===== src/sv/prc_pkg.sv =====
package prc_pkg;

   // Default CORDIC depth and the size of the table that bounds it.
   localparam int CORDIC_ITERATIONS = 16;
   localparam int TABLE_LEN         = 24;
   localparam int QUEUE_DEPTH_DEF   = 4;

   // Field widths.
   localparam int VALUE_W  = 16;
   localparam int RESULT_W = 17;

   // Internal datapath: coordinates are Q8.16, angles are radians times 2^24.
   localparam int XY_W           = 28;
   localparam int Z_W            = 28;
   localparam int COORD_SHIFT    = 8;
   localparam int ANGLE_IN_SHIFT = 11;

   // Gain correction, Q0.24.
   localparam int GAIN_W = 24;
   localparam int PROD_W = XY_W + GAIN_W + 1;
   localparam logic [GAIN_W-1:0] GAIN_K = 24'd10188014;

   // Angle constants, radians times 2^24.
   localparam logic signed [Z_W-1:0] PI_24      = 28'sd52707179;
   localparam logic signed [Z_W-1:0] HALF_PI_24 = 28'sd26353589;
   localparam logic signed [Z_W-1:0] TWO_PI_24  = 28'sd105414358;

   // Result limits.
   localparam logic signed [RESULT_W-1:0] PI_Q13     = 17'sd25736;
   localparam logic signed [RESULT_W-1:0] RESULT_MAX = 17'sd65535;
   localparam logic signed [RESULT_W-1:0] RESULT_MIN = -17'sd65536;

   typedef enum logic {
      CONV_POLAR_TO_RECT = 1'b0,
      CONV_RECT_TO_POLAR = 1'b1
   } conv_mode_type;

   // One transaction as it travels from the front end to the CORDIC pipeline.
   typedef struct packed {
      conv_mode_type           mode;
      logic                    origin;
      logic signed [XY_W-1:0]  x;
      logic signed [XY_W-1:0]  y;
      logic signed [Z_W-1:0]   z;
   } cordic_type;

   // atan(2^-idx) in radians times 2^24, rounded to nearest.
   function automatic logic signed [Z_W-1:0] atan_entry(input int unsigned idx);
      logic signed [Z_W-1:0] res;
      case (idx)
         0:       res = 28'sd13176795;
         1:       res = 28'sd7778716;
         2:       res = 28'sd4110060;
         3:       res = 28'sd2086331;
         4:       res = 28'sd1047214;
         5:       res = 28'sd524117;
         6:       res = 28'sd262123;
         7:       res = 28'sd131069;
         8:       res = 28'sd65536;
         9:       res = 28'sd32768;
         10:      res = 28'sd16384;
         11:      res = 28'sd8192;
         12:      res = 28'sd4096;
         13:      res = 28'sd2048;
         14:      res = 28'sd1024;
         15:      res = 28'sd512;
         16:      res = 28'sd256;
         17:      res = 28'sd128;
         18:      res = 28'sd64;
         19:      res = 28'sd32;
         20:      res = 28'sd16;
         21:      res = 28'sd8;
         22:      res = 28'sd4;
         23:      res = 28'sd2;
         default: res = '0;
      endcase
      return res;
   endfunction

endpackage


===== src/sv/prc_front.sv =====
module prc_front (
   input  logic                                req_valid,
   input  logic                                req_type,
   input  logic signed [prc_pkg::VALUE_W-1:0]  first_value,
   input  logic signed [prc_pkg::VALUE_W-1:0]  second_value,
   input  logic                                queue_full,
   output logic                                req_stall,
   output logic                                push,
   output prc_pkg::cordic_type                 item
);
   import prc_pkg::*;

   logic signed [XY_W-1:0] a_q;
   logic signed [XY_W-1:0] b_q;
   logic signed [Z_W-1:0]  z_raw;
   logic signed [Z_W-1:0]  z_wrap;

   assign req_stall = queue_full;
   assign push      = req_valid && !queue_full;

   // Scale the inputs to the internal formats.
   assign a_q   = {{(XY_W-VALUE_W-COORD_SHIFT){first_value[VALUE_W-1]}},
                   first_value, {COORD_SHIFT{1'b0}}};
   assign b_q   = {{(XY_W-VALUE_W-COORD_SHIFT){second_value[VALUE_W-1]}},
                   second_value, {COORD_SHIFT{1'b0}}};
   assign z_raw = {{(Z_W-VALUE_W-ANGLE_IN_SHIFT){second_value[VALUE_W-1]}},
                   second_value, {ANGLE_IN_SHIFT{1'b0}}};

   // The input range needs at most one wrap into -pi to pi.
   always_comb begin
      if (z_raw > PI_24) begin
         z_wrap = z_raw - TWO_PI_24;
      end else if (z_raw < -PI_24) begin
         z_wrap = z_raw + TWO_PI_24;
      end else begin
         z_wrap = z_raw;
      end
   end

   // Pre-rotate by a quarter turn so that the iterations stay within half pi.
   always_comb begin
      item.mode   = conv_mode_type'(req_type);
      item.origin = 1'b0;
      item.x      = a_q;
      item.y      = '0;
      item.z      = '0;
      if (item.mode == CONV_POLAR_TO_RECT) begin
         if (z_wrap > HALF_PI_24) begin
            item.x = '0;
            item.y = a_q;
            item.z = z_wrap - HALF_PI_24;
         end else if (z_wrap < -HALF_PI_24) begin
            item.x = '0;
            item.y = -a_q;
            item.z = z_wrap + HALF_PI_24;
         end else begin
            item.x = a_q;
            item.y = '0;
            item.z = z_wrap;
         end
      end else begin
         item.origin = (first_value == '0) && (second_value == '0);
         if (a_q < 0) begin
            if (b_q >= 0) begin
               item.x = b_q;
               item.y = -a_q;
               item.z = HALF_PI_24;
            end else begin
               item.x = -b_q;
               item.y = a_q;
               item.z = -HALF_PI_24;
            end
         end else begin
            item.x = a_q;
            item.y = b_q;
            item.z = '0;
         end
      end
   end

endmodule


===== config.mk =====
export PLATFORM = sky130hd
export DESIGN_NAME = prc_front
export DESIGN_NICKNAME = d
export VERILOG_FILES = /design/src/sv/prc_pkg.sv /design/src/sv/prc_front.sv
export SDC_FILE = /design/constraint.sdc
export NUM_CORES = 1
export LEC_CHECK = 0
export BUFFER_PORTS_ARGS = -buffer_cell sky130_fd_sc_hd__buf_4
export CAP_MARGIN = 10
export CORE_MARGIN = 2
export CORE_UTILIZATION = 30
export DETAILED_ROUTE_END_ITERATION = 8
export GPL_TIMING_DRIVEN = 1
export PLACE_DENSITY = 0.58
export SLEW_MARGIN = 20
export SYNTH_ARGS = -nofsm -noshare
export SYNTH_HDL_FRONTEND = slang
export SYNTH_SLANG_ARGS = --single-unit

===== constraint.sdc =====
create_clock -name vclk -period 5
set_clock_uncertainty 0.15 [all_clocks]
set_input_delay 0.25 -clock vclk [all_inputs]
set_output_delay 0.25 -clock vclk [all_outputs]
set_load 0.03 [all_outputs]

==> summary.md <==
| Metric | Value |
|---|---|
| Cell Area, Synth | 3760 µm² |
| IO Pins | 123 |
| Status | finished clean |
| Seq/Total Area, Yosys | 0% |
| Most Frequent Cell on Critical Path | buf_4 |
| Register area | 0 µm² |
| Crit path kind | primary input to primary output |
| FMAX | 220 MHz |
| Number of global-route vias before repair | 4198 |
| Final nets | 659 |
| Final ANT Viol Nets | 0 |
| Layout cells sized above 1 | 28.0% |
| Worst path required time | 4.60 ns |
| Hold Fails Final Rpt | 0 |
| Maximum vdd drop | 67.6 µV |
| Max-slew violation count | 0 |
| RSZ-0062 raised after global routing | false |
| Clkbuf count | 0 |
| Cell variety after synth | 91 |
| Largest stage delay on the critical path | 0.65 ns |
| Worst Max-Slew Pin Slew | 0.844 ns |
| Pin count of the biggest net entering global routing | 82 |
| Avg Inst Size Synth | 6.71 µm² |
| Min-delay src | queue_full |
| Final RePlAce weighted congestion | 0.944 |
| Std cell rows | 40 |
| Layout area overhead | 19.0% |
| DRT Pass-1 Iters | 5 |
| Initial core utilization | 31.0% |
| Crit-path max FO | 15 |
| Max-slew headroom | 43.7% |
| Total track usage | 19.5% |
| Worst path cell trace | buf_4 -> inv_1 -> ha_1 -> nand2b_1 -> a41o_1 -> a211oi_2 -> a22oi_1 -> xnor2_2 -> a211oi_2 -> o21ai_2 -> a21oi_2 -> buf_4 -> a211oi_1 -> o31ai_1 -> buf_4 |
| Buffer and inverter count on the worst path | 4 |
| Final setup fails | 0 |
| Final min period | 4.54 ns |
| Arrival time of the worst setup path | 4.14 ns |
| Period utilization | 90.8% |
| Antenna violations before repair | 0 |
| Synth top area cells | xnor2_1 (5.1%), buf_4 (5.0%), o21ai_0 (4.9%) |
| GRT Residual Overflow | 0 |
| Post-CTS setup buffers | 0 |
| Max stage delay cell, worst path | a21oi_2 |
| CP startpoint kind | primary input |
| # hold bufs at CTS | 0 |
| First-pass GRT wire length | 21800 µm |
| Final WL | 14000 µm |
| CP delay by family, top | compound AO/OA/AOI/OAI gates |
| Layout Utilization | 36.9% |
| Detailed Place HPWL | 10600 µm |
| Leak | 1.81 nW |
| Synthesis Warnings | 0 |
| Pwr Density | 147 nW/µm² |
| Commonest non-fill, non-tap cell in the layout | buf_4 |
| Hold path endpoint | req_stall |
| Fillers | 1318 |
| Worst Hold Class | primary input to primary output |
| FF+latch count | 0 |
| Detailed Route Iter0 Violations | 380 |
| Diodes inserted | 0 |
| Hold Crit Depth | 2 |
| Die span in y | 116 µm |
| Port Buffer Count | 107 |
| Post-synth top area share | 5.13% |
| Max-Cap Viols | 0 |
| DIE AREA | 13400 µm² |
| Via count | 4635 |
| Chip width | 116 µm |
| Commonest cells after routing, fill and taps aside | buf_4 (116), nand2_1 (46), nor2_1 (39), o21ai_0 (37), a21oi_1 (32) |
| Via-to-Cell Ratio | 5.92 |
| Setup TNS | 0 ns |
| Core area | 12100 µm² |
| Post-synth top area cell | xnor2_1 |
| Crit path capture type | primary output |
| DRC | 0 |
| Syn Inst Count | 560 |
| Post-CTS sizing | 0 |
| Routed WL per cell | 17.9 µm |
==> worst max-delay path by stage <==
stage / startpoint / to / slack, ns / cells after the start
floorplan: second_value[5] / item[10] / 0.74 / 18
global placement: second_value[0] / item[38] / 0.59 / 15
detailed placement: second_value[0] / item[38] / 0.52 / 15
CTS: second_value[0] / item[38] / 0.51 / 15
global route: second_value[0] / item[71] / 0.14 / 15
finish: second_value[0] / item[38] / 0.46 / 15
==> layout make-up <==
type,instances,area [µm²],share of cell area [%]
multi-input cells,484,3330,74.6
repair buffers,116,871,19.5
well taps,168,210,4.70
inverters,15,56.3,1.26
==> report_power, final <==
part	switching, mW	total (mW)	internal [mW]
combinational	0.427	0.656	0.229
sequential	0	0	0
clock	0	0	0
total	0.427	0.656	0.229
==> synth_stat cells, types with 5 or more instances <==
master    number
nand2_1       46
nor2_1        39
o21ai_0       37
clkbuf_1      33
a21oi_1       32
nand3_1       29
buf_4         25
o211ai_1      24
xnor2_1       22
or3_1         18
nor3_1        14
inv_1         12
o211a_1       12
o31ai_1       12
o31ai_2       12
buf_2         11
a211oi_1      10
nor2b_1        8
xor2_1         8
a31o_2         7
a31oi_1        7
ha_1           7
mux2i_1        6
nor4_1         6
a211o_1        5
o21ai_1        5
==> logic make-up after synthesis <==
family	after synthesis	share of synthesized area, %
multiplexers	8	2.50
buffers and inverters	91	12.8
adder cells (fa/ha/maj)	7	2.33
XOR/XNOR	34	8.73
AO/OA/AOI/OAI	222	46.4
other	1	0.0998
AND/OR/NAND/NOR	197	27.2
==> per-stage QoR <==
stage	instances	cell area [µm²]	hold WS [ns]	power (mW)	setup WS (ns)
floorplan	575	3810	0.460	0.471	0.737
global placement	783	4470	0.577	0.645	0.585
detailed placement	783	4470	0.580	0.650	0.521
CTS	783	4470	0.581	0.652	0.514
global route	783	4470	0.591	0.702	0.137
finish	783	4470	0.580	0.656	0.462
==> metal layers <==
layer	wire [µm]	part of all wire (%)	GRT usage (%)	up-vias
li1	-	-	-	2196
met1	6670	48	29.7	2211
met2	6070	43	29.9	212
met3	1090	7.7	2.09	16
met4	172	1.2	3.10	0
met5	0	0	0	-
Note: power is estimated with default switching activity, not from simulation.
