$ cat config.mk
export PLATFORM = sky130hd
export DESIGN_NAME = prc_queue
export DESIGN_NICKNAME = d
export VERILOG_FILES = /design/src/sv/prc_pkg.sv /design/src/sv/prc_queue.sv
export SDC_FILE = /design/constraint.sdc
export NUM_CORES = 1
export LEC_CHECK = 0
export ABC_AREA = 1
export BUFFER_PORTS_ARGS = -buffer_cell sky130_fd_sc_hd__buf_2
export CAP_MARGIN = 30
export CELL_PAD_IN_SITES_DETAIL_PLACEMENT = 2
export CELL_PAD_IN_SITES_GLOBAL_PLACEMENT = 2
export CORE_ASPECT_RATIO = 1.25
export CORE_MARGIN = 2
export CORE_UTILIZATION = 30
export DETAILED_ROUTE_END_ITERATION = 6
export PLACE_DENSITY = 0.71
export SLEW_MARGIN = 5
export SYNTH_ARGS = -nofsm -noshare
export SYNTH_HDL_FRONTEND = slang
export SYNTH_SLANG_ARGS = --single-unit
$ cat constraint.sdc
create_clock -name clock -period 6.6 [get_ports clock]
set_clock_uncertainty 0.15 [all_clocks]
set_input_delay 1.65 -clock clock [delete_from_list [all_inputs] [get_ports clock]]
set_output_delay 1.65 -clock clock [all_outputs]
set_load 0.02 [all_outputs]
$ cat src/sv/prc_pkg.sv
package prc_pkg;

   // Default CORDIC depth and the size of the table that bounds it.
   localparam int CORDIC_ITERATIONS = 16;
   localparam int TABLE_LEN         = 24;
   localparam int QUEUE_DEPTH_DEF   = 4;

   // Field widths.
   localparam int VALUE_W  = 16;
   localparam int RESULT_W = 17;

   // Internal datapath: coordinates are Q8.16, angles are radians times 2^24.
   localparam int XY_W           = 28;
   localparam int Z_W            = 28;
   localparam int COORD_SHIFT    = 8;
   localparam int ANGLE_IN_SHIFT = 11;

   // Gain correction, Q0.24.
   localparam int GAIN_W = 24;
   localparam int PROD_W = XY_W + GAIN_W + 1;
   localparam logic [GAIN_W-1:0] GAIN_K = 24'd10188014;

   // Angle constants, radians times 2^24.
   localparam logic signed [Z_W-1:0] PI_24      = 28'sd52707179;
   localparam logic signed [Z_W-1:0] HALF_PI_24 = 28'sd26353589;
   localparam logic signed [Z_W-1:0] TWO_PI_24  = 28'sd105414358;

   // Result limits.
   localparam logic signed [RESULT_W-1:0] PI_Q13     = 17'sd25736;
   localparam logic signed [RESULT_W-1:0] RESULT_MAX = 17'sd65535;
   localparam logic signed [RESULT_W-1:0] RESULT_MIN = -17'sd65536;

   typedef enum logic {
      CONV_POLAR_TO_RECT = 1'b0,
      CONV_RECT_TO_POLAR = 1'b1
   } conv_mode_type;

   // One transaction as it travels from the front end to the CORDIC pipeline.
   typedef struct packed {
      conv_mode_type           mode;
      logic                    origin;
      logic signed [XY_W-1:0]  x;
      logic signed [XY_W-1:0]  y;
      logic signed [Z_W-1:0]   z;
   } cordic_type;

   // atan(2^-idx) in radians times 2^24, rounded to nearest.
   function automatic logic signed [Z_W-1:0] atan_entry(input int unsigned idx);
      logic signed [Z_W-1:0] res;
      case (idx)
         0:       res = 28'sd13176795;
         1:       res = 28'sd7778716;
         2:       res = 28'sd4110060;
         3:       res = 28'sd2086331;
         4:       res = 28'sd1047214;
         5:       res = 28'sd524117;
         6:       res = 28'sd262123;
         7:       res = 28'sd131069;
         8:       res = 28'sd65536;
         9:       res = 28'sd32768;
         10:      res = 28'sd16384;
         11:      res = 28'sd8192;
         12:      res = 28'sd4096;
         13:      res = 28'sd2048;
         14:      res = 28'sd1024;
         15:      res = 28'sd512;
         16:      res = 28'sd256;
         17:      res = 28'sd128;
         18:      res = 28'sd64;
         19:      res = 28'sd32;
         20:      res = 28'sd16;
         21:      res = 28'sd8;
         22:      res = 28'sd4;
         23:      res = 28'sd2;
         default: res = '0;
      endcase
      return res;
   endfunction

endpackage

$ cat src/sv/prc_queue.sv
module prc_queue #(
   parameter int DEPTH = prc_pkg::QUEUE_DEPTH_DEF
) (
   input  logic                 clock,
   input  logic                 reset,
   input  logic                 push,
   input  prc_pkg::cordic_type  push_item,
   output logic                 full,
   input  logic                 pop,
   output logic                 not_empty,
   output prc_pkg::cordic_type  head_item
);
   import prc_pkg::*;

   localparam int PTR_W = (DEPTH > 1) ? $clog2(DEPTH) : 1;
   localparam int CNT_W = $clog2(DEPTH + 1);

   cordic_type          entry_ff [DEPTH];
   logic [PTR_W-1:0]    wr_ptr_ff, wr_ptr_in;
   logic [PTR_W-1:0]    rd_ptr_ff, rd_ptr_in;
   logic [CNT_W-1:0]    count_ff, count_in;
   logic                do_pop;

   assign full      = (count_ff == CNT_W'(DEPTH));
   assign not_empty = (count_ff != '0);
   assign head_item = entry_ff[rd_ptr_ff];
   assign do_pop    = pop && not_empty;

   always_comb begin
      wr_ptr_in = wr_ptr_ff;
      rd_ptr_in = rd_ptr_ff;
      count_in  = count_ff;
      if (push) begin
         wr_ptr_in = (wr_ptr_ff == PTR_W'(DEPTH - 1)) ? '0 : wr_ptr_ff + 1'b1;
      end
      if (do_pop) begin
         rd_ptr_in = (rd_ptr_ff == PTR_W'(DEPTH - 1)) ? '0 : rd_ptr_ff + 1'b1;
      end
      if (push && !do_pop) begin
         count_in = count_ff + 1'b1;
      end else if (do_pop && !push) begin
         count_in = count_ff - 1'b1;
      end
   end

   always_ff @(posedge clock) begin
      if (reset) begin
         wr_ptr_ff <= '0;
         rd_ptr_ff <= '0;
         count_ff  <= '0;
      end else begin
         wr_ptr_ff <= wr_ptr_in;
         rd_ptr_ff <= rd_ptr_in;
         count_ff  <= count_in;
      end
   end

   always_ff @(posedge clock) begin
      if (push) begin
         entry_ff[wr_ptr_ff] <= push_item;
      end
   end

endmodule

==> results.py, run 1 <==
metrics = {
    "logic_synthesis": {
        "synth_nets": 992,
        "synth_enable_flop_cells": 344,
        "seq_area_frac_synth": 0.796,
        "ys_dominant_reg_cell": "edfxtp_1",
        "synthArstFlopShare": 0,
        "synth-seq-cells": 353,
        "syn-cell-area_mm2": 0.0132,
        "avgSynthCellArea_um2": 14.7,
        "synth_cells": 895,
        "synth.distinct_cells": 24,
        "ys_warn_count": 0,
    },
    "place": {
        "hpwl_um": 20900,
        "portBuffers": 177,
        "placedCellCount": 1593,
        "place_area_mm2": 0.0146,
        "place_congestion": 0.701,
    },
    "pwr": {
        "leakagePower_nw": 5.45,
        "p_total_w": 0.00637,
        "p_per_area_mw_per_mm2": 404,
        "max-vdd-ir-drop_mv": 0.256,
    },
    "floorplanning": {
        "coreArea_mm2": 0.0433,
        "rows": 85,
        "io-pin-count": 178,
        "die_x_um": 192,
        "fp.dieH_um": 239,
        "dieArea_mm2": 0.0457,
        "initial_core_util": 0.305,
    },
    "cts": {
        "cts_setup_buffers": 0,
        "ctsHtreeMaxLevel": 2,
        "cts_root_buf": "clkbuf_16",
        "cts_buffers": 38,
        "clk_path_buf_depth": 3,
        "clock_latency_ns": 0.51,
        "holdBufCountCts": 0,
        "cts_resized": 0,
        "cts.sinks": 353,
        "cts_tree": "done",
        "path_clk_slew_ns": 0.06,
    },
    "run": {
        "cap_violations": 0,
    },
    "worst_setup_path": {
        "start_kind": "flop",
        "cp_slowest_cell": "buf_4",
        "crit_arrival_ns": 2.64,
        "crit_fanout": 76,
        "critical_path_class": "reg -> out",
        "cp.required_ns": 4.80,
        "crit_buf_inv": 2,
        "crit_family": "buffers and inverters",
        "cpPeakStageDelay_ns": 0.66,
        "endpoint_kind": "output port",
        "path_cells": "buf_4 -> o21ai_0 -> o22ai_1 -> buf_2",
    },
    "timing": {
        "slew_headroom": 0.402,
        "final_max_slew_viol_count": 0,
        "finalCritPeriodShare": 0.673,
        "worst_pin_slew_ns": 0.897,
        "tns_ns": 0,
        "hold_violations": 0,
        "fin_crit_ns": 4.44,
        "setup_violations": 0,
        "rsz0062_at_grt": "no",
        "fmax_mhz": 225,
    },
    "drt": {
        "postRouteAntennaNets": 0,
        "drtIter0Drc": 328,
        "viasPerCell": 4.89,
        "vias": 8126,
        "wl_per_cell_um": 21.3,
        "wl_um": 35300,
        "first_pass_iters": 4,
        "drc": 0,
    },
    "global_route": {
        "grt_pass1_vias": 9131,
        "grt_pass1_wl_um": 54200,
        "overflow": 0,
        "grt_max_degree": 95,
        "antenna_found_initial": 3,
        "grt_use_total": 0.155,
    },
    "layout": {
        "drive_gt1_frac": 0.221,
        "stdcell_area_mm2": 0.0158,
        "syn_to_final_growth_pct": 19.5,
        "layout.nets": 1166,
        "layout.cells.non_filler": 1662,
    },
    "outcome": {
        "outcome": "complete, no violations",
    },
    "worst_hold_path": {
        "hp-class": "reg -> reg",
    },
}
-- sequential cells by signal, summed over array words and instances, names as in the netlist, named ones only --
register / flops
wr_ptr_ff: 2
entry_ff: 344
count_ff: 3
rd_ptr_ff: 2
-- per-stage QoR --
stage / worst slack, ns / utilization / hold slack [ns]
after CTS: 2.07 / 0.364 / 0.390
after floorplan: 2.66 / - / 0.333
after global placement: 2.35 / 0.336 / 0.372
final: 2.16 / 0.364 / 0.385
after detailed placement: 2.67 / 0.337 / 0.382
after global routing: 1.95 / 0.364 / 0.438
-- tightest hold or removal path, delay by kind of cell, from the launching register on --
family / cells / cell delay, ns
buf+inv: 1 / 0.10
compound gates: 1 / 0.07
flops: 1 / 0.32
-- worst paths after layout --
path	startpoint	to	slack, ns	cells after the start
setup reg to reg	wr_ptr_ff[0]$_SDFFE_PP0P_	entry_ff[3][76]$_DFFE_PP_	4.06	4
setup / recovery	flop	head_item[25]	2.16	4
hold / removal	wr_ptr_ff[1]$_SDFFE_PP0P_	wr_ptr_ff[1]$_SDFFE_PP0P_	0.38	2
hold reg to reg	wr_ptr_ff[1]$_SDFFE_PP0P_	wr_ptr_ff[1]$_SDFFE_PP0P_	0.38	2
-- where the power goes --
part,switching (W),internal (W)
registers,0.0000664,0.00258
logic,0.00125,0.000499
clock network,0.000830,0.00115
total,0.00214,0.00423
-- layout make-up --
type	count	area, um2
clock buffer	55	1100
multi-input combinational	471	2290
inverter	16	76.3
tap	565	707
fill	4430	27500
clock inverter	12	50.0
sequential	353	10500
timing repair buffer	189	1030
antenna	1	2.50
-- placed cells by master, fill, tap and decap left out, types with 3 or more instances in the layout --
| cell type | netlist | routed |
|---|---|---|
| a21oi_1 | 3 | 3 |
| buf_2 | 18 | 177 |
| buf_4 | 1 | 9 |
| clkbuf_1 | 17 | 12 |
| clkbuf_16 | 0 | 41 |
| clkinv_1 | 0 | 10 |
| dfxtp_1 | 9 | 7 |
| edfxtp_1 | 344 | 344 |
| ha_1 | 6 | 6 |
| inv_1 | 14 | 10 |
| inv_4 | 0 | 4 |
| nand2_1 | 13 | 13 |
| nor2_1 | 182 | 182 |
| o21ai_0 | 163 | 163 |
| o21ai_1 | 11 | 11 |
| o22ai_1 | 86 | 86 |
-- cells by family after synthesis --
family	after synthesis	share of synthesized area
adder cells (fa/ha/maj)	7	0.00720
AO/OA/AOI/OAI	263	0.108
buffers and inverters	71	0.0303
XOR/XNOR	1	0.000664
AND/OR/NAND/NOR	200	0.0576
flip-flops	353	0.796
-- cell usage after synthesis, types with 7 or more instances --
cell | number | area (um2)
edfxtp_1 | 344 | 10300
o21ai_0 | 163 | 816
nor2_1 | 182 | 683
o21ai_1 | 11 | 55.1
buf_2 | 18 | 90.1
clkbuf_2 | 7 | 35.0
inv_1 | 14 | 52.6
clkbuf_1 | 17 | 63.8
dfxtp_1 | 9 | 180
buf_6 | 11 | 124
o22ai_1 | 86 | 538
nand2_1 | 13 | 48.8
-- routing by layer --
layer	share of wire	track usage	vias up
met4	0.019	0.0417	4
met1	0.43	0.190	4194
met3	0.045	0.0313	52
met2	0.51	0.277	170
li1	-	-	3706
met5	0.00065	0	-
(Power assumes the default switching activity.)
==> run 2, diff against run 1 <==
--- a/config.mk
+++ b/config.mk
@@ -14,7 +14,7 @@
 export CORE_MARGIN = 2
 export CORE_UTILIZATION = 30
 export DETAILED_ROUTE_END_ITERATION = 6
-export PLACE_DENSITY = 0.71
+export PLACE_DENSITY = 0.73
 export SLEW_MARGIN = 5
 export SYNTH_ARGS = -nofsm -noshare
 export SYNTH_HDL_FRONTEND = slang
==> constraint.sdc (replaced) <==
create_clock -name clock -period 3.8 [get_ports clock]
set_clock_uncertainty 0.15 [all_clocks]
set_input_delay 0.95 -clock clock [delete_from_list [all_inputs] [get_ports clock]]
set_output_delay 0.95 -clock clock [all_outputs]
set_load 0.02 [all_outputs]
==> results.py, run 2 (same netlist as run 1, synthesis figures left out) <==
metrics = {
    "cts": {
        "cts_resized": 0,
        "cts_setup_buffers": 0,
        "path_clk_slew_ns": 0.06,
        "ctsHtreeMaxLevel": 2,
        "clk_path_buf_depth": 3,
        "holdBufCountCts": 0,
        "cts_tree": "done",
        "cts.sinks": 353,
        "cts_buffers": 37,
        "cts_root_buf": "clkbuf_16",
        "clock_latency_ns": 0.51,
    },
    "floorplanning": {
        "coreArea_mm2": 0.0433,
        "initial_core_util": 0.305,
        "io-pin-count": 178,
        "dieArea_mm2": 0.0457,
        "die_x_um": 192,
        "rows": 85,
        "fp.dieH_um": 239,
    },
    "worst_setup_path": {
        "reg2reg_depth": 12,
        "start_kind": "flop",
        "crit_arrival_ns": 2.21,
        "endpoint_kind": "output port",
        "cp.required_ns": 2.70,
        "crit_buf_inv": 3,
        "cpPeakStageDelay_ns": 0.45,
        "crit_fanout": 58,
        "cp_slowest_cell": "dfxtp_4",
        "timing.rr.start": "count_ff[1]$_SDFFE_PP0P_",
        "r2r_slack_ns": 1.83,
        "path_cells": "inv_6 -> buf_12 -> o21ai_0 -> o22ai_1 -> buf_2",
        "crit_family": "buffers and inverters",
        "timing.rr.end": "count_ff[2]$_SDFFE_PP0P_",
        "critical_path_class": "reg -> out",
    },
    "layout": {
        "drive_gt1_frac": 0.227,
        "syn_to_final_growth_pct": 19.6,
        "layout_common_cells": "344 x edfxtp_1, 182 x nor2_1, 177 x buf_2",
        "final_util": 0.365,
        "reg_top3": "entry_ff: 344 flops, count_ff: 3 flops",
        "largest_reg_flops": 344,
        "layout_commonest_cell": "edfxtp_1",
        "layout.nets": 1174,
        "layout.cells.non_filler": 1663,
        "regMostFlops": "entry_ff",
    },
    "timing": {
        "fin_crit_ns": 3.31,
        "worst_pin_slew_ns": 0.547,
        "fmax_mhz": 302,
        "rsz0062_at_grt": "no",
        "worst_slack_ns": 0.486,
        "setup_violations": 0,
        "finalCritPeriodShare": 0.872,
        "slew_headroom": 0.635,
        "final_max_slew_viol_count": 0,
        "tns_ns": 0,
        "hold_violations": 0,
    },
    "global_route": {
        "grt_pass1_wl_um": 54400,
        "busiest_layer": "met2",
        "grt_util_met3": 0.0311,
        "grtUsageMet2": 0.292,
        "grt_use_total": 0.158,
        "grt_max_degree": 91,
        "overflow": 0,
        "grtUsageMet1": 0.185,
        "antenna_found_initial": 6,
        "grt_pass1_vias": 9060,
    },
    "place": {
        "placedCellCount": 1603,
        "hpwl_um": 22000,
        "place_congestion": 0.697,
        "dp_slack_ns": 0.972,
        "portBuffers": 177,
    },
    "pwr": {
        "p_per_area_mw_per_mm2": 693,
        "max-vdd-ir-drop_mv": 0.381,
        "leakagePower_nw": 5.46,
    },
    "worst_hold_path": {
        "hold_depth": 2,
        "worstHoldEndpoint": "wr_ptr_ff[1]$_SDFFE_PP0P_",
        "hp-class": "reg -> reg",
        "hold_path_startpoint": "wr_ptr_ff[1]$_SDFFE_PP0P_",
    },
    "drt": {
        "viasPerCell": 4.89,
        "wl_per_cell_um": 21.7,
        "drc": 0,
        "postRouteAntennaNets": 0,
        "wl_um": 36100,
        "drtIter0Drc": 364,
        "vias": 8139,
        "first_pass_iters": 4,
    },
    "run": {
        "cap_violations": 0,
    },
    "outcome": {
        "outcome": "complete, no violations",
    },
}
==> run 2: cell count changes in the layout (fill, tap and decap cells not counted), sizes merged <==
cell / before / now
clkinv: 12 / 13
clkinvlp: 1 / 0
bufinv: 0 / 1
diode: 1 / 2
buf: 189 / 198
inv: 15 / 17
clkbuf: 55 / 43
==> run 2: area by class of cell <==
| cell class | count | area [um2] |
|---|---|---|
| clock inverters | 15 | 100 |
| repair buffers | 198 | 1140 |
| diodes | 2 | 5.00 |
| clock buffers | 43 | 948 |
| fillers | 4427 | 27500 |
| multi-input cells | 471 | 2290 |
| flip-flops and latches | 353 | 10500 |
| inverters | 16 | 76.3 |
| well taps | 565 | 707 |
==> run 2: metrics by stage <==
step,hold slack [ns],total power [W],cell area (um2)
3_3_place_gp,0.366,0.00773,14700
3_5_place_dp,0.381,0.00784,14700
2_1_floorplan,0.333,0.00663,13200
4_1_cts,0.389,0.0112,15800
5_1_grt,0.430,0.0115,15800
6_report,0.382,0.0109,15800
==> run 2: worst max-delay path by stage <==
stage                                     endpoint  slack (ns)  cells after the start  startpoint
after floorplan           entry_ff[3][0]$_DFFE_PP_        0.56                      2        push
after detailed placement             head_item[58]        0.97                      5        flop
after global placement               head_item[58]        0.98                      5        flop
after CTS                            head_item[58]        0.41                      5        flop
final                                head_item[33]        0.49                      5        flop
after global routing                 head_item[58]        0.28                      5        flop
==> run 2: routing by layer <==
metal | vias to the layer above | wire (um)
met4 | 6 | 672
met2 | 182 | 18900
li1 | 3732 | -
met1 | 4175 | 14800
met3 | 44 | 1660
met5 | - | 34
==> run 2: power by group <==
part | switching (W) | internal [W]
clock network | 0.00142 | 0.00184
registers | 0.0000986 | 0.00448
logic | 0.00221 | 0.000902
total | 0.00372 | 0.00722
==> run 2: worst min-delay path, stage by stage, from the launching register on <==
cell     delay, ns
dfxtp_1       0.33
inv_1         0.10
a21oi_1       0.07
==> run 3, diff against run 2 <==
--- a/config.mk
+++ b/config.mk
@@ -10,9 +10,10 @@
 export CAP_MARGIN = 30
 export CELL_PAD_IN_SITES_DETAIL_PLACEMENT = 2
 export CELL_PAD_IN_SITES_GLOBAL_PLACEMENT = 2
-export CORE_ASPECT_RATIO = 1.25
+export CORE_ASPECT_RATIO = 1.1
 export CORE_MARGIN = 2
 export CORE_UTILIZATION = 30
+export CTS_BUF_LIST = sky130_fd_sc_hd__clkbuf_4
 export DETAILED_ROUTE_END_ITERATION = 6
 export PLACE_DENSITY = 0.73
 export SLEW_MARGIN = 5
==> results.py, run 3 (same netlist as run 1, synthesis figures left out) <==
metrics = {
    "floorplanning": {
        "die_x_um": 204,
        "fp.dieH_um": 224,
        "coreArea_mm2": 0.0434,
        "dieArea_mm2": 0.0457,
        "rows": 80,
        "io-pin-count": 178,
        "initial_core_util": 0.304,
    },
    "pwr": {
        "p_per_area_mw_per_mm2": 698,
        "seqPwrFrac": 0.410,
        "swShare": 0.355,
        "comb_power_share": 0.282,
        "p_sw_w": 0.00396,
        "max-vdd-ir-drop_mv": 0.424,
        "internal-power_w": 0.00721,
        "clockPowerShare": 0.308,
        "leakagePower_nw": 5.69,
    },
    "worst_setup_path": {
        "crit_arrival_ns": 2.52,
        "critical_path_class": "reg -> out",
        "endpoint_kind": "output port",
        "timing.rr.start": "wr_ptr_ff[0]$_SDFFE_PP0P_",
        "cp.required_ns": 2.70,
        "crit_fanout": 40,
        "start_kind": "flop",
    },
    "global_route": {
        "grt_pass1_wl_um": 57800,
        "grt_use_total": 0.169,
        "antenna_found_initial": 5,
        "grt_max_degree": 87,
        "overflow": 0,
        "grt_pass1_vias": 9916,
    },
    "timing": {
        "hold_violations": 0,
        "final_max_slew_viol_count": 0,
        "rsz0062_at_grt": "yes",
        "fin_crit_ns": 3.62,
        "setup_violations": 0,
        "worst_pin_slew_ns": 0.612,
        "worst_slack_ns": 0.184,
        "finalCritPeriodShare": 0.952,
        "fmax_mhz": 277,
        "slew_headroom": 0.592,
    },
    "cts": {
        "clock_latency_ns": 0.81,
        "cts_buffers": 97,
        "path_clk_slew_ns": 0.06,
        "ctsHtreeMaxLevel": 3,
        "cts_root_buf": "clkbuf_4",
        "cts_tree": "done",
        "holdBufCountCts": 0,
        "clk_path_buf_depth": 3,
        "cts.sinks": 353,
        "cts_setup_buffers": 0,
    },
    "drt": {
        "vias": 8594,
        "drtIter0Drc": 349,
        "viasPerCell": 4.81,
        "drc": 0,
        "wl_per_cell_um": 21.1,
        "wl_um": 37700,
        "first_pass_iters": 4,
        "postRouteAntennaNets": 0,
    },
    "outcome": {
        "outcome": "complete, no violations",
    },
    "layout": {
        "largest_reg_flops": 344,
        "layout.cells.non_filler": 1788,
        "syn_to_final_growth_pct": 21.2,
        "layout_commonest_cell": "edfxtp_1",
        "layout.nets": 1231,
        "drive_gt1_frac": 0.292,
        "layout_common_cells": "344 x edfxtp_1, 182 x nor2_1, 177 x buf_2",
        "reg_top3": "entry_ff: 344 flops, count_ff: 3 flops",
        "regMostFlops": "entry_ff",
    },
    "place": {
        "placedCellCount": 1608,
        "dp_slack_ns": 0.956,
        "hpwl_um": 21100,
        "place_congestion": 0.693,
        "portBuffers": 177,
    },
    "worst_hold_path": {
        "hp-class": "in -> reg",
        "hold_path_startpoint": "reset",
    },
    "run": {
        "cap_violations": 0,
    },
}
==> run 3: changes by cell type in the layout (fill, tap and decap cells not counted), moves of 4 or more <==
cell	delta
clkbuf_4	+139
buf_4	-4
inv_2	+4
clkinv_1	+16
clkbuf_1	-6
clkbuf_16	-37
==> run 3: layout make-up <==
cell class,instances,area (um2)
Tap cell,574,718
Sequential cell,353,10500
Clock inverter,37,203
Antenna cell,3,7.51
Inverter,16,77.6
Multi-Input combinational cell,471,2290
Timing Repair Buffer,195,1140
Clock buffer,139,1040
Fill cell,4522,27400
==> run 3: worst max-delay path, cell delays in order, from the launching register on <==
cell and delay (ns):
dfxtp_4 0.45, inv_2 0.09, buf_4 0.43, o21ai_0 0.20
o22ai_1 0.28, buf_2 0.24
==> run 3: path summary, 6_finish.rpt <==
check	end	slack, ns	depth (start not counted)
worst max-delay path	head_item[0]	0.18	5
worst min-delay path	wr_ptr_ff[0]$_SDFFE_PP0P_	0.19	2
worst max register to register	entry_ff[3][64]$_DFFE_PP_	1.77	4
worst min register to register	wr_ptr_ff[1]$_SDFFE_PP0P_	0.40	2
==> run 3: layer usage <==
metal / global-route usage / up-vias / wire length (um)
met5: 0 / - / 55
met4: 0.0652 / 8 / 777
met3: 0.0448 / 70 / 1940
met2: 0.294 / 228 / 19300
met1: 0.200 / 4380 / 15600
li1: - / 3908 / -
==> run 3: per-stage QoR <==
stage               setup TNS [ns]  hold slack [ns]  total power (W)  utilization  cell area (um2)
floorplan                        0            0.333          0.00663            -            13200
finish                           0            0.189           0.0112        0.368            16000
global placement                 0            0.363          0.00767        0.338            14700
detailed placement               0            0.386          0.00779        0.338            14700
CTS                              0           0.0783           0.0114        0.368            16000
global route               -0.0629            0.101           0.0119        0.368            16000
==> run 3: power by group through the flow <==
| stage | clock network (W) | logic [W] | registers (W) |
|---|---|---|---|
| floorplan | 0 | 0.00202 | 0.00461 |
| global placement | 0 | 0.00303 | 0.00465 |
| detailed placement | 0 | 0.00313 | 0.00466 |
| CTS | 0.00360 | 0.00323 | 0.00459 |
| global route | 0.00381 | 0.00347 | 0.00460 |
| finish | 0.00343 | 0.00315 | 0.00458 |
==> run 3: what timing repair did <==
| item | in CTS | in global routing |
|---|---|---|
| gates cloned | 1 | 0 |
| endpoints found under the hold margin | 0 | 0 |
| resized for setup | 1 | 2 |
| setup endpoints to repair | 1 | 28 |
